--- src/hw/rtl/lcc_pkg.sv ---
// Shared types, constants and generator tables for the LTE CRC checker.
package lcc_pkg;

  localparam int WORD_BITS_DEF = 32;
  localparam int COUNT_W       = 6;
  localparam int REM_W         = 24;
  localparam int MASK_W        = 16;
  localparam int ADDR_W        = 4;
  localparam int DATA_W        = 32;
  localparam int SHIFT_W       = 5;

  typedef enum logic [1:0] {
    CRC_8   = 2'd0,
    CRC_16  = 2'd1,
    CRC_24A = 2'd2,
    CRC_24B = 2'd3
  } lcc_crc_type_t;

  typedef enum logic [1:0] {
    REG_CRC_TYPE = 2'd0,
    REG_SCRAMBLE = 2'd1,
    REG_MASK     = 2'd2
  } lcc_reg_t;

  typedef struct packed {
    lcc_crc_type_t     crc_type;
    logic              scramble_enable;
    logic [MASK_W-1:0] crc_mask;
  } lcc_cfg_t;

  typedef struct packed {
    logic             crc_ok;
    logic [REM_W-1:0] remainder;
  } lcc_result_t;

  // Generator polynomial without its x^n term, moved up so its x^(n-1) term sits at bit REM_W-1.
  function automatic logic [REM_W-1:0] poly_aligned(lcc_crc_type_t sel);
    logic [REM_W-1:0] p;
    case (sel)
      CRC_8:   p = 24'h9B0000;
      CRC_16:  p = 24'h102100;
      CRC_24A: p = 24'h864CFB;
      CRC_24B: p = 24'h800063;
      default: p = 24'h864CFB;
    endcase
    return p;
  endfunction

  function automatic logic [SHIFT_W-1:0] align_shift(lcc_crc_type_t sel);
    logic [SHIFT_W-1:0] s;
    case (sel)
      CRC_8:   s = 5'd16;
      CRC_16:  s = 5'd8;
      CRC_24A: s = 5'd0;
      CRC_24B: s = 5'd0;
      default: s = 5'd0;
    endcase
    return s;
  endfunction

  function automatic logic [REM_W-1:0] width_mask(lcc_crc_type_t sel);
    logic [REM_W-1:0] m;
    case (sel)
      CRC_8:   m = 24'h0000FF;
      CRC_16:  m = 24'h00FFFF;
      CRC_24A: m = 24'hFFFFFF;
      CRC_24B: m = 24'hFFFFFF;
      default: m = 24'hFFFFFF;
    endcase
    return m;
  endfunction

endpackage

--- src/hw/rtl/lcc_apb_regs.sv ---
// APB configuration registers: generator select, scramble enable, PBCH mask.
module lcc_apb_regs (
  input  logic                        clk,
  input  logic                        rst,
  input  logic                        psel,
  input  logic                        penable,
  input  logic                        pwrite,
  input  logic [lcc_pkg::ADDR_W-1:0]  paddr,
  input  logic [lcc_pkg::DATA_W-1:0]  pwdata,
  output logic [lcc_pkg::DATA_W-1:0]  prdata,
  output logic                        pready,
  output lcc_pkg::lcc_cfg_t           cfg
);

  lcc_pkg::lcc_cfg_t cfg_q;
  lcc_pkg::lcc_reg_t reg_sel;
  logic              wr_en;

  assign pready  = 1'b1;
  assign reg_sel = lcc_pkg::lcc_reg_t'(paddr[3:2]);
  assign wr_en   = psel && penable && pwrite && pready;
  assign cfg     = cfg_q;

  always_ff @(posedge clk) begin
    if (rst) begin
      cfg_q.crc_type        <= lcc_pkg::CRC_8;
      cfg_q.scramble_enable <= 1'b0;
      cfg_q.crc_mask        <= '0;
    end else if (wr_en) begin
      case (reg_sel)
        lcc_pkg::REG_CRC_TYPE: cfg_q.crc_type <= lcc_pkg::lcc_crc_type_t'(pwdata[1:0]);
        lcc_pkg::REG_SCRAMBLE: cfg_q.scramble_enable <= pwdata[0];
        lcc_pkg::REG_MASK:     cfg_q.crc_mask <= pwdata[lcc_pkg::MASK_W-1:0];
        default: ;
      endcase
    end
  end

  always_comb begin
    prdata = '0;
    case (reg_sel)
      lcc_pkg::REG_CRC_TYPE: prdata[1:0] = cfg_q.crc_type;
      lcc_pkg::REG_SCRAMBLE: prdata[0] = cfg_q.scramble_enable;
      lcc_pkg::REG_MASK:     prdata[lcc_pkg::MASK_W-1:0] = cfg_q.crc_mask;
      default:               prdata = '0;
    endcase
  end

endmodule

--- src/hw/rtl/lcc_crc_datapath.sv ---
// Input register, running remainder and combinational parallel CRC update.
module lcc_crc_datapath #(
  parameter int WORD_BITS = lcc_pkg::WORD_BITS_DEF
) (
  input  logic                         clk,
  input  logic                         rst,
  input  lcc_pkg::lcc_cfg_t            cfg,
  input  logic                         in_valid,
  output logic                         in_stall,
  input  logic [WORD_BITS-1:0]         data_word,
  input  logic [lcc_pkg::COUNT_W-1:0]  bit_count,
  input  logic                         last_word,
  output logic                         res_valid,
  output lcc_pkg::lcc_result_t         res,
  input  logic                         res_ready
);

  localparam int CNT_EXT_W = lcc_pkg::COUNT_W + 1;
  localparam logic [CNT_EXT_W-1:0] WORD_BITS_CNT = CNT_EXT_W'(WORD_BITS);

  logic                         held;
  logic [WORD_BITS-1:0]         word_q;
  logic [lcc_pkg::COUNT_W-1:0]  count_q;
  logic                         last_q;
  logic [lcc_pkg::REM_W-1:0]    rem;

  logic                         fire;
  logic                         accept;
  logic [CNT_EXT_W-1:0]         count_ext;
  logic [CNT_EXT_W-1:0]         count_sat;
  logic [lcc_pkg::REM_W-1:0]    acc;
  logic [lcc_pkg::REM_W-1:0]    poly;
  logic [lcc_pkg::SHIFT_W-1:0]  sh;
  logic [lcc_pkg::REM_W-1:0]    rem_next;
  logic [lcc_pkg::REM_W-1:0]    expected;
  logic                         fb;

  assign fire     = held && (!last_q || res_ready);
  assign in_stall = held && !fire;
  assign accept   = in_valid && !in_stall;

  always_ff @(posedge clk) begin
    if (rst) begin
      held <= 1'b0;
      rem  <= '0;
    end else begin
      if (accept) begin
        held <= 1'b1;
      end else if (fire) begin
        held <= 1'b0;
      end
      if (fire) begin
        rem <= last_q ? '0 : rem_next;
      end
    end
  end

  always_ff @(posedge clk) begin
    if (accept) begin
      word_q  <= data_word;
      count_q <= bit_count;
      last_q  <= last_word;
    end
  end

  always_comb begin
    count_ext = {1'b0, count_q};
    count_sat = (count_ext > WORD_BITS_CNT) ? WORD_BITS_CNT : count_ext;
    poly      = lcc_pkg::poly_aligned(cfg.crc_type);
    sh        = lcc_pkg::align_shift(cfg.crc_type);
    acc       = (rem & lcc_pkg::width_mask(cfg.crc_type)) << sh;
    fb        = 1'b0;
    for (int i = 0; i < WORD_BITS; i++) begin
      if (CNT_EXT_W'(i) < count_sat) begin
        fb  = word_q[WORD_BITS-1-i] ^ acc[lcc_pkg::REM_W-1];
        acc = {acc[lcc_pkg::REM_W-2:0], 1'b0} ^ (fb ? poly : '0);
      end
    end
    rem_next = acc >> sh;
    expected = cfg.scramble_enable
             ? {{(lcc_pkg::REM_W-lcc_pkg::MASK_W){1'b0}}, cfg.crc_mask} : '0;
  end

  assign res_valid     = fire && last_q;
  assign res.crc_ok    = (rem_next == expected);
  assign res.remainder = rem_next;

endmodule

--- src/hw/rtl/lcc_result_reg.sv ---
// Output register for check results, held while the receiver stalls.
module lcc_result_reg (
  input  logic                        clk,
  input  logic                        rst,
  input  logic                        res_valid,
  input  lcc_pkg::lcc_result_t        res,
  output logic                        res_ready,
  output logic                        out_valid,
  input  logic                        out_stall,
  output logic                        crc_ok,
  output logic [lcc_pkg::REM_W-1:0]   remainder
);

  lcc_pkg::lcc_result_t res_q;

  assign res_ready = !out_valid || !out_stall;
  assign crc_ok    = res_q.crc_ok;
  assign remainder = res_q.remainder;

  always_ff @(posedge clk) begin
    if (rst) begin
      out_valid <= 1'b0;
    end else if (res_ready) begin
      out_valid <= res_valid;
    end
  end

  always_ff @(posedge clk) begin
    if (res_valid && res_ready) begin
      res_q <= res;
    end
  end

endmodule

--- src/hw/rtl/lte_crc_checker_unit.sv ---
// Top level of the LTE code block CRC checker (CRC8, CRC16, CRC24A, CRC24B).
//
// Input channel: data_word carries received bits, first bit in the MSB, with
// bit_count valid bits taken from the top (counts above the word width are
// treated as a full word) and last_word marking the final word of a block.
// A request is taken when in_valid is high and in_stall is low.
// Output channel: one result per block, on its last word: crc_ok and the
// right-aligned remainder. A request is taken when out_valid is high and
// out_stall is low.
// The result of a last word is computed from the input register and captured in the result register.
// Throughput: one word per cycle while in_stall is low; the remainder update
// over a full word is a combinational parallel XOR network fed back into the
// remainder register. When the receiver stalls, the result register holds, the
// input register holds the next last word, and in_stall rises; non-last words
// keep flowing while the result register is full.
// Reset clears the remainder, both valid flags and the configuration
// registers. Configure over APB only while no block is in flight.
module lte_crc_checker_unit #(
  parameter int WORD_BITS = lcc_pkg::WORD_BITS_DEF
) (
  input  logic                        clk,
  input  logic                        rst,
  input  logic                        psel,
  input  logic                        penable,
  input  logic                        pwrite,
  input  logic [lcc_pkg::ADDR_W-1:0]  paddr,
  input  logic [lcc_pkg::DATA_W-1:0]  pwdata,
  output logic [lcc_pkg::DATA_W-1:0]  prdata,
  output logic                        pready,
  input  logic                        in_valid,
  output logic                        in_stall,
  input  logic [WORD_BITS-1:0]        data_word,
  input  logic [lcc_pkg::COUNT_W-1:0] bit_count,
  input  logic                        last_word,
  output logic                        out_valid,
  input  logic                        out_stall,
  output logic                        crc_ok,
  output logic [lcc_pkg::REM_W-1:0]   remainder
);

  lcc_pkg::lcc_cfg_t    cfg;
  lcc_pkg::lcc_result_t res;
  logic                 res_valid;
  logic                 res_ready;

  lcc_apb_regs u_regs (
    .clk     (clk),
    .rst     (rst),
    .psel    (psel),
    .penable (penable),
    .pwrite  (pwrite),
    .paddr   (paddr),
    .pwdata  (pwdata),
    .prdata  (prdata),
    .pready  (pready),
    .cfg     (cfg)
  );

  lcc_crc_datapath #(
    .WORD_BITS (WORD_BITS)
  ) u_datapath (
    .clk       (clk),
    .rst       (rst),
    .cfg       (cfg),
    .in_valid  (in_valid),
    .in_stall  (in_stall),
    .data_word (data_word),
    .bit_count (bit_count),
    .last_word (last_word),
    .res_valid (res_valid),
    .res       (res),
    .res_ready (res_ready)
  );

  lcc_result_reg u_result (
    .clk       (clk),
    .rst       (rst),
    .res_valid (res_valid),
    .res       (res),
    .res_ready (res_ready),
    .out_valid (out_valid),
    .out_stall (out_stall),
    .crc_ok    (crc_ok),
    .remainder (remainder)
  );

endmodule
--- config.mk ---
export PLATFORM = sky130hd
export DESIGN_NAME = lte_crc_checker_unit
export DESIGN_NICKNAME = d
export VERILOG_FILES = /design/src/hw/rtl/lcc_pkg.sv /design/src/hw/rtl/lcc_apb_regs.sv /design/src/hw/rtl/lcc_crc_datapath.sv /design/src/hw/rtl/lcc_result_reg.sv /design/src/hw/rtl/lte_crc_checker_unit.sv
export SDC_FILE = /design/constraint.sdc
export NUM_CORES = 1
export LEC_CHECK = 0
export BUFFER_PORTS_ARGS = -buffer_cell sky130_fd_sc_hd__clkbuf_2
export CORE_MARGIN = 5
export CORE_UTILIZATION = 45
export CTS_CLUSTER_SIZE = 25
export DETAILED_ROUTE_END_ITERATION = 10
export GPL_TIMING_DRIVEN = 1
export SYNTH_ARGS = -nofsm -noshare
export SYNTH_HDL_FRONTEND = slang
export SYNTH_SLANG_ARGS = --single-unit
--- constraint.sdc ---
create_clock -name clk -period 38.3 [get_ports clk]
set_clock_uncertainty 0.05 [all_clocks]
set_input_delay 7.66 -clock clk [delete_from_list [all_inputs] [get_ports clk]]
set_output_delay 7.66 -clock clk [all_outputs]
set_load 0.01 [all_outputs]
**Word-level counts from Yosys, hierarchy flattened**

Index checks and enable logic that the tools add are counted.

- Bits in registers: 109
- Bits in latches: 0
- Bits in writable memories: 0
- ROM bits: 0
- Input port bits: 82
- Output and inout port bits: 60
- Word-level logic and storage cells: 213
- Memories kept: 0

- $add $sub $neg: 0
- Multiply operators: 0
- Div/mod/pow operators: 0
- Order comparisons: 33
- Eq/ne operators: 6
- Shift-type cells: 2
- Mux-type cells: 75
- Bitwise logic cells: 65
- Reduce and logical (&&, ||, !) cells: 21

Operator list:

| cell | number |
|---|---|
| 24-bit two-way mux | 65 |
| 24-bit XOR | 32 |
| 5-bit by 7-bit less-than comparator with 1-bit output, first input constant | 16 |
| 24-bit case mux with 4 select lines | 1 |
| 24-bit case mux with 3 select lines | 1 |
| 4-bit by 7-bit less-than comparator with 1-bit output, first input constant | 8 |
| 1-bit XOR | 32 |
| 3-bit by 7-bit less-than comparator with 1-bit output, first input constant | 4 |
| 24-bit AND | 1 |
| 24-bit == test | 1 |
| 24-bit by 5-bit << shifter with 24-bit output | 1 |
| 24-bit by 5-bit >> shifter with 24-bit output | 1 |
| 16-bit two-way mux | 1 |
| 5-bit case mux with 3 select lines | 1 |
| 1-bit by 7-bit less-than comparator with 1-bit output, first input constant | 2 |
| 2-bit by 7-bit less-than comparator with 1-bit output, first input constant | 2 |
| 14-bit two-way mux | 1 |
| 1-bit logical AND | 7 |
| 2-bit == test, second input constant | 3 |
| 6-bit > comparator, second input constant | 1 |
| 6-bit two-way mux | 1 |
| 2-bit AND reduction | 3 |
| 1-bit zero test | 5 |
| 2-bit by 1-bit == test with 1-bit output, second input constant | 2 |
| 7 further kinds | 10 |

**Depth between registers and ports, before layout**

Gate-level depths: netlist (run 1).

- Depth after elaboration: 135
- Gate-level depth with buffers: 71
- Depth with buffers taken out: 59

**Modules after synthesis**

A second synthesis (run 1) with hierarchy kept.

- Cells, all modules: 4085
- Area total of the unflattened synthesis: 28598.7 sq um

By module, submodules not included:

| module | instances | cells an instance | area each (sq um) | seq. area each (sq um) |
|---|---|---|---|---|
| lcc_crc_datapath | 1 | 3932 | 26654.3 | 1671.6 |
| lcc_apb_regs | 1 | 123 | 1154.9 | 380.4 |
| lcc_result_reg | 1 | 30 | 789.5 | 770.7 |

**Worst setup path after synthesis (run 1)**

Ideal clock, no wire load.

- Path type: in2out
- From: input paddr[2] (netlist bit)
- To: output prdata[0] (netlist bit)
- Arrival time: 8.483 ns
- Data required time: 30.590 ns
- Path slack: 22.107 ns
- Stages: 5
- Path buffers: 2
- Path through: clkbuf_1 > nor2b_1 > clkbuf_1 > nand2_1 > o21ai_0

- Longest elaborated chain between the ends: 2
- Elaborated cells on any way between the ends: 4
- Classes of those cells: eq/ne (2); mux (1); reduce/logical (1)

Ends and longest elaborated chain:

| element | line | RTL |
|---|---|---|
| start, declared | lte_crc_checker_unit.sv:26 | `input logic [lcc_pkg::ADDR_W-1:0] paddr,` |
| 2-bit == test, or another cell as far along | lcc_apb_regs.sv:41 | `case (reg_sel)` |
| 1-bit case mux with 3 select lines (*) | lcc_apb_regs.sv:41 |  |
| end, declared | lte_crc_checker_unit.sv:28 | `output logic [lcc_pkg::DATA_W-1:0] prdata,` |

Mark *: on every way between the ends. The rest lies on a longest branch, timed or not.

==> results of run 1 <==
==> layout make-up <==
| type | count | area (µm²) |
|---|---|---|
| Antenna cell | 1 | 2.502 |
| Clock buffer | 11 | 232.7 |
| Clock inverter | 5 | 58.81 |
| Fill cell | 6368 | 33060 |
| Inverter | 33 | 128.9 |
| Multi-Input combinational cell | 3428 | 23050 |
| Sequential cell | 109 | 2830 |
| Tap cell | 790 | 988.4 |
| Timing Repair Buffer | 186 | 1131 |
==> registers in the layout, summed over array words and instances, names as in the netlist <==
signal,flops
u_datapath.count_q,6
u_datapath.held,1
u_datapath.last_q,1
u_datapath.rem,24
u_datapath.word_q,32
u_regs.cfg,19
u_result.crc_ok,1
u_result.out_valid,1
u_result.remainder,24
==> cell usage in the layout, fill, tap and decap left out, drive strengths merged, types with 82 or more instances in the layout <==
master / netlist / layout
nand3: 162 / 162
nor3: 144 / 144
clkbuf: 205 / 117
a211oi: 96 / 96
mux2i: 133 / 133
nor2: 355 / 355
o21ai: 229 / 229
xnor2: 270 / 270
nand2: 411 / 411
o211ai: 88 / 88
xor2: 141 / 141
a31oi: 82 / 82
a21oi: 330 / 330
==> worst max-delay path, delay by kind of cell (launching register included) <==
kind	cells	cell delay [ns]
compound gates	23	8.16
mux	8	2.94
flops	1	0.70
simple gates	22	6.93
xor+xnor	5	1.57
==> through the flow <==
stage / cell area (µm²) / hold slack (ns)
CTS: 28420 / 0.4018
global route: 28420 / 0.4300
finish: 28420 / 0.3997
detailed placement: 28130 / 0.3910
global placement: 28130 / 0.3856
floorplan: 27840 / 0.3773
==> how the worst max path moves through the flow <==
stage                                                from                         to  slack, ns  cells past startpoint
after floorplan                                  paddr[2]                  prdata[0]      22.11                      5
after global placement    u_datapath.count_q[4]$_DFFE_PP_  u_result.crc_ok$_DFFE_PP_      18.25                     58
after detailed placement  u_datapath.count_q[4]$_DFFE_PP_  u_result.crc_ok$_DFFE_PP_      18.19                     57
after CTS                 u_datapath.count_q[4]$_DFFE_PP_  u_result.crc_ok$_DFFE_PP_      18.13                     57
after global routing      u_datapath.count_q[4]$_DFFE_PP_  u_result.crc_ok$_DFFE_PP_      16.61                     57
final                     u_datapath.count_q[4]$_DFFE_PP_  u_result.crc_ok$_DFFE_PP_      17.72                     58
==> per-layer routing <==
| layer | wire length, µm | vias up |
|---|---|---|
| met5 | 0 | - |
| met1 | 45530 | 14222 |
| li1 | - | 14363 |
| met2 | 46510 | 1318 |
| met3 | 8235 | 134 |
| met4 | 2227 | 0 |
==> logic make-up after synthesis <==
| kind of cell | count (synthesis) |
|---|---|
| xor gates and xnor gates | 434 |
| muxes | 188 |
| other | 2 |
| DFF | 109 |
| AOI/OAI and AO/OA | 1323 |
| buffers and inverters | 380 |
| and+or+nand+nor | 1466 |
==> results.toml, run 1 <==
[clock_network]
cts_max_path_buffers = 2
holdBufCountCts = 0
cts_resized = 0
htreeDepth = 3
cts_sinks = 109
numCtsBuffers = 9
clockRootBuffer = "clkbuf_16"
cts_tree = "built"
clock_latency_ns = 0.42
clk_pin_slew_ns = 0.11
cts_setup_buffers = 0

[critical_path]
crit_type = "register to register"
rr_startpoint = "u_datapath.count_q[4]$_DFFE_PP_"
crit_required_ns = 38.54
r2r_cells = 58
slowest_delay_ns = 0.80
start_kind = "register"
cp_common_cell = "o21ai_1"
rrSetupSlack_ns = 17.72
worst_setup_path_end_kind = "register"
crit_arrival_ns = 20.82
timing.rr.end = "u_result.crc_ok$_DFFE_PP_"
worstPathMaxFanout = 36
slowest_stage = "or4_4"

[min_path]
whs_path_depth = 2
min_to = "u_datapath.rem[20]$_SDFFE_PP0P_"
min_from = "u_datapath.rem[20]$_SDFFE_PP0P_"
min_path_type = "register to register"

[synthesis]
ys_seq_area_frac = 0.1016
synth_edf_count = 64
synthFlopType = "edfxtp_1"
synth_mux_area_frac = 0.07233
ys_ff_latch = 109
synthArstFlopShare = 0
synth.most_common_cell = "nand2_1"
synth.area.top_cells = "xnor2_1 (8.3%), edfxtp_1 (6.9%), a21oi_1 (5.7%)"
synth_fa_ha_area_frac = 0
synth_top_area_frac = 0.08259
yosys-top-cells-count = "nand2_1 (401), nor2_1 (343), a21oi_1 (315)"
synth_compound_area_frac = 0.3338
syn_inst = 3902
synth_cell_types = 152
syn_area_per_cell_um2 = 7.120
yosys_warnings = 0
synthSimpleGateAreaFrac = 0.2639
synthXorXnorAreaFrac = 0.1528
netlist_area_um2 = 27780
synth_largest_area_cell = "xnor2_1"
synth_top_family_by_area = "compound AO/OA/AOI/OAI gates"

[floorplanning]
core_area_um2 = 61480
chipHeight_um = 258.5
die_x_um = 258.5
ios = 142
rows = 91
die_area_um2 = 66810
initial_core_util = 0.4519

[sta]
final-max-slew-violation-count = 0
finalHoldViolations = 0
setup_violations = 0
tightest_slew_ns = 1.165
setup_slack_ns = 17.72
rsz0062_at_grt = "no"
timing.fmax_mhz = 48.60
finalCriticalPeriod_ns = 20.58
max_slew_margin = 0.2214
finalCritPeriodShare = 0.5372
setup_tns_ns = 0

[global_routing]
grt_pass1_wl_mm = 157.9
track_usage = 0.2885
grt_overflow_total = 0
antenna_found_initial = 1
met2_usage = 0.4663
grt_pass1_vias = 26927
grt_util_met1 = 0.4088
top_usage_layer = "met2"
grt_use_met3 = 0.04102
grt_max_degree = 65

[final_layout]
fin_util = 0.4623
final_nets = 3849
syn2layout_area_growth_pct = 2.297
layout.cells.non_filler = 4563
layout-drive-gt1-share = 0.1196

[drt]
drcViolationCount = 0
post_drt_wl_per_cell_um = 22.47
drt-vias-per-instance = 6.583
first_iter_violations = 3170
wl_mm = 102.5
dr.pass1.iters = 6
via_count = 30037
detail-route-antenna-nets = 0

[placed_design]
io_buffer_count = 106
dp_slack_ns = 18.19
dp_hpwl_mm = 75.50
place_inst = 4546
gp_congestion = 0.9413

[job]
maxCapViolations = 0

[run_status]
status = "finished clean"
Power of run 1 is left out: the tool's default activity adds up to more than one toggle a clock period on the data nets, which glitch-free logic cannot reach.
==> run 2, diff against run 1 <==
clock period = 19.35 ns   (was 38.3 ns; I/O delays follow)
==> run 2 against run 1 <==
  * Wire length grew 1.3%
  * Critical path depth is the same
  * Cell area increased by 2.1%
  * Register-to-register slack got worse by 17 ns
  * Hold slack improved by 0.0069 ns
  * First-iteration DRC count grew 2.6%
  * Count of clock-buffer cells in the layout decreased by 1
  * Die area unchanged
  * Setup slack worse by 17 ns
  * Sequential share of layout area shrank 0.21 points
  * Maximum frequency is 11% higher
==> results.toml, run 2 (same netlist as run 1, synthesis figures left out) <==
[run_status]
status = "finished clean"

[sta]
tightest_slew_ns = 0.9983
finalCriticalPeriod_ns = 18.47
final-max-slew-violation-count = 0
finalCritPeriodShare = 0.9544
setup_slack_ns = 0.8819
max_slew_margin = 0.3329
timing.fmax_mhz = 54.15
finalHoldViolations = 0
setup_violations = 0

[global_routing]
grt_pass1_vias = 27659
grt_pass1_wl_mm = 160.7
antenna_found_initial = 0
track_usage = 0.2923
grt_overflow_total = 0
grt_max_degree = 56

[floorplanning]
initial_core_util = 0.4519
ios = 142
die_x_um = 258.5
rows = 91
core_area_um2 = 61480
die_area_um2 = 66810
chipHeight_um = 258.5

[final_layout]
layout.cells.non_filler = 4618
layout-drive-gt1-share = 0.1385
final_common_cell = "nand2_1"
insertedDiodeCount = 0
fin_util = 0.4722
postLayoutCellArea_um2 = 29030
final_nets = 3905
largest_register_ffs = 32
fill_cells = 6496
syn2layout_area_growth_pct = 4.490
layout_common_cells = "nand2_1 (401), nor2_1 (338), a21oi_1 (308), xnor2_1 (260), o21ai_0 (178)"
top_register = "u_datapath.word_q"

[critical_path]
rr_startpoint = "u_datapath.count_q[2]$_DFFE_PP_"
worstPathMaxFanout = 12
crit_type = "register to register"
cp_common_cell = "or4_1"
crit_arrival_ns = 18.57
slowest_stage = "or4_1"
worst_setup_path_end_kind = "register"
slowest_delay_ns = 0.77
start_kind = "register"
crit_required_ns = 19.45
rrSetupSlack_ns = 0.88
timing.rr.end = "u_result.crc_ok$_DFFE_PP_"
r2r_cells = 58

[drt]
post_drt_wl_per_cell_um = 22.49
drt-vias-per-instance = 6.616
dr.pass1.iters = 6
detail-route-antenna-nets = 0
via_count = 30553
drcViolationCount = 0
wl_mm = 103.9
first_iter_violations = 3254

[clock_network]
holdBufCountCts = 0
cts_max_path_buffers = 2
numCtsBuffers = 9
cts_tree = "built"
clk_pin_slew_ns = 0.08
cts_sinks = 109
clockRootBuffer = "clkbuf_16"
clock_latency_ns = 0.42
htreeDepth = 3

[min_path]
min_path_type = "register to register"
whs_path_depth = 2
min_from = "u_datapath.rem[22]$_SDFFE_PP0P_"
min_to = "u_datapath.rem[22]$_SDFFE_PP0P_"

[placed_design]
gp_congestion = 0.9582
place_inst = 4597
dpl_cell_area_um2 = 28510
dp_hpwl_mm = 77.00
dp_slack_ns = 0.5936
io_buffer_count = 106

[job]
maxCapViolations = 0
## run 2: critical path: cells and delay by family (launching register included)
kind,cells,cell delay [ns]
AO/OA/AOI/OAI,20,5.24
AND/OR/NAND/NOR,22,7.97
XOR/XNOR,8,2.01
multiplexers,7,2.13
flip-flops,1,0.57
buffers and inverters,1,0.17
## run 2: timing repair
action / 4_1_cts / 5_1_grt
setup endpoints to repair: 0 / 31
setup buffers: 0 / 5
resized for setup: 0 / 26
## run 2: routing by layer
metal	global-route usage	vias up	share of wire
met5	0	-	0
met4	0.07658	0	0.028
met3	0.04462	217	0.088
met1	0.4068	14447	0.43
li1	-	14471	-
met2	0.4750	1418	0.45
## run 2: layout make-up
type	instances	area, µm²	area share
Multi-Input combinational cell	3428	23190	0.7987
Tap cell	790	988.4	0.03405
Clock inverter	6	78.83	0.002715
Timing Repair Buffer	242	1589	0.05474
Clock buffer	10	229.0	0.007887
Inverter	33	128.9	0.004439
Sequential cell	109	2830	0.09749
## run 2: stage by stage
| step | hold WS, ns | TNS, ns |
|---|---|---|
| floorplan | 0.3773 | 0 |
| global placement | 0.3888 | 0 |
| detailed placement | 0.3967 | 0 |
| CTS | 0.4069 | 0 |
| global route | 0.4340 | -0.01272 |
| finish | 0.4065 | 0 |
## run 2: worst max path at each step
stage | startpoint | to | slack (ns) | cells after the start
floorplan | u_datapath.count_q[2]$_DFFE_PP_ | u_result.crc_ok$_DFFE_PP_ | 3.46 | 64
global placement | u_regs.cfg[17]$_SDFFE_PP0P_ | u_result.crc_ok$_DFFE_PP_ | 0.64 | 60
detailed placement | u_regs.cfg[17]$_SDFFE_PP0P_ | u_result.crc_ok$_DFFE_PP_ | 0.59 | 60
CTS | u_regs.cfg[17]$_SDFFE_PP0P_ | u_result.crc_ok$_DFFE_PP_ | 0.47 | 60
global route | u_datapath.count_q[2]$_DFFE_PP_ | u_result.crc_ok$_DFFE_PP_ | -0.01 | 60
finish | u_datapath.count_q[2]$_DFFE_PP_ | u_result.crc_ok$_DFFE_PP_ | 0.88 | 58
Power of run 2 is left out for the same reason.
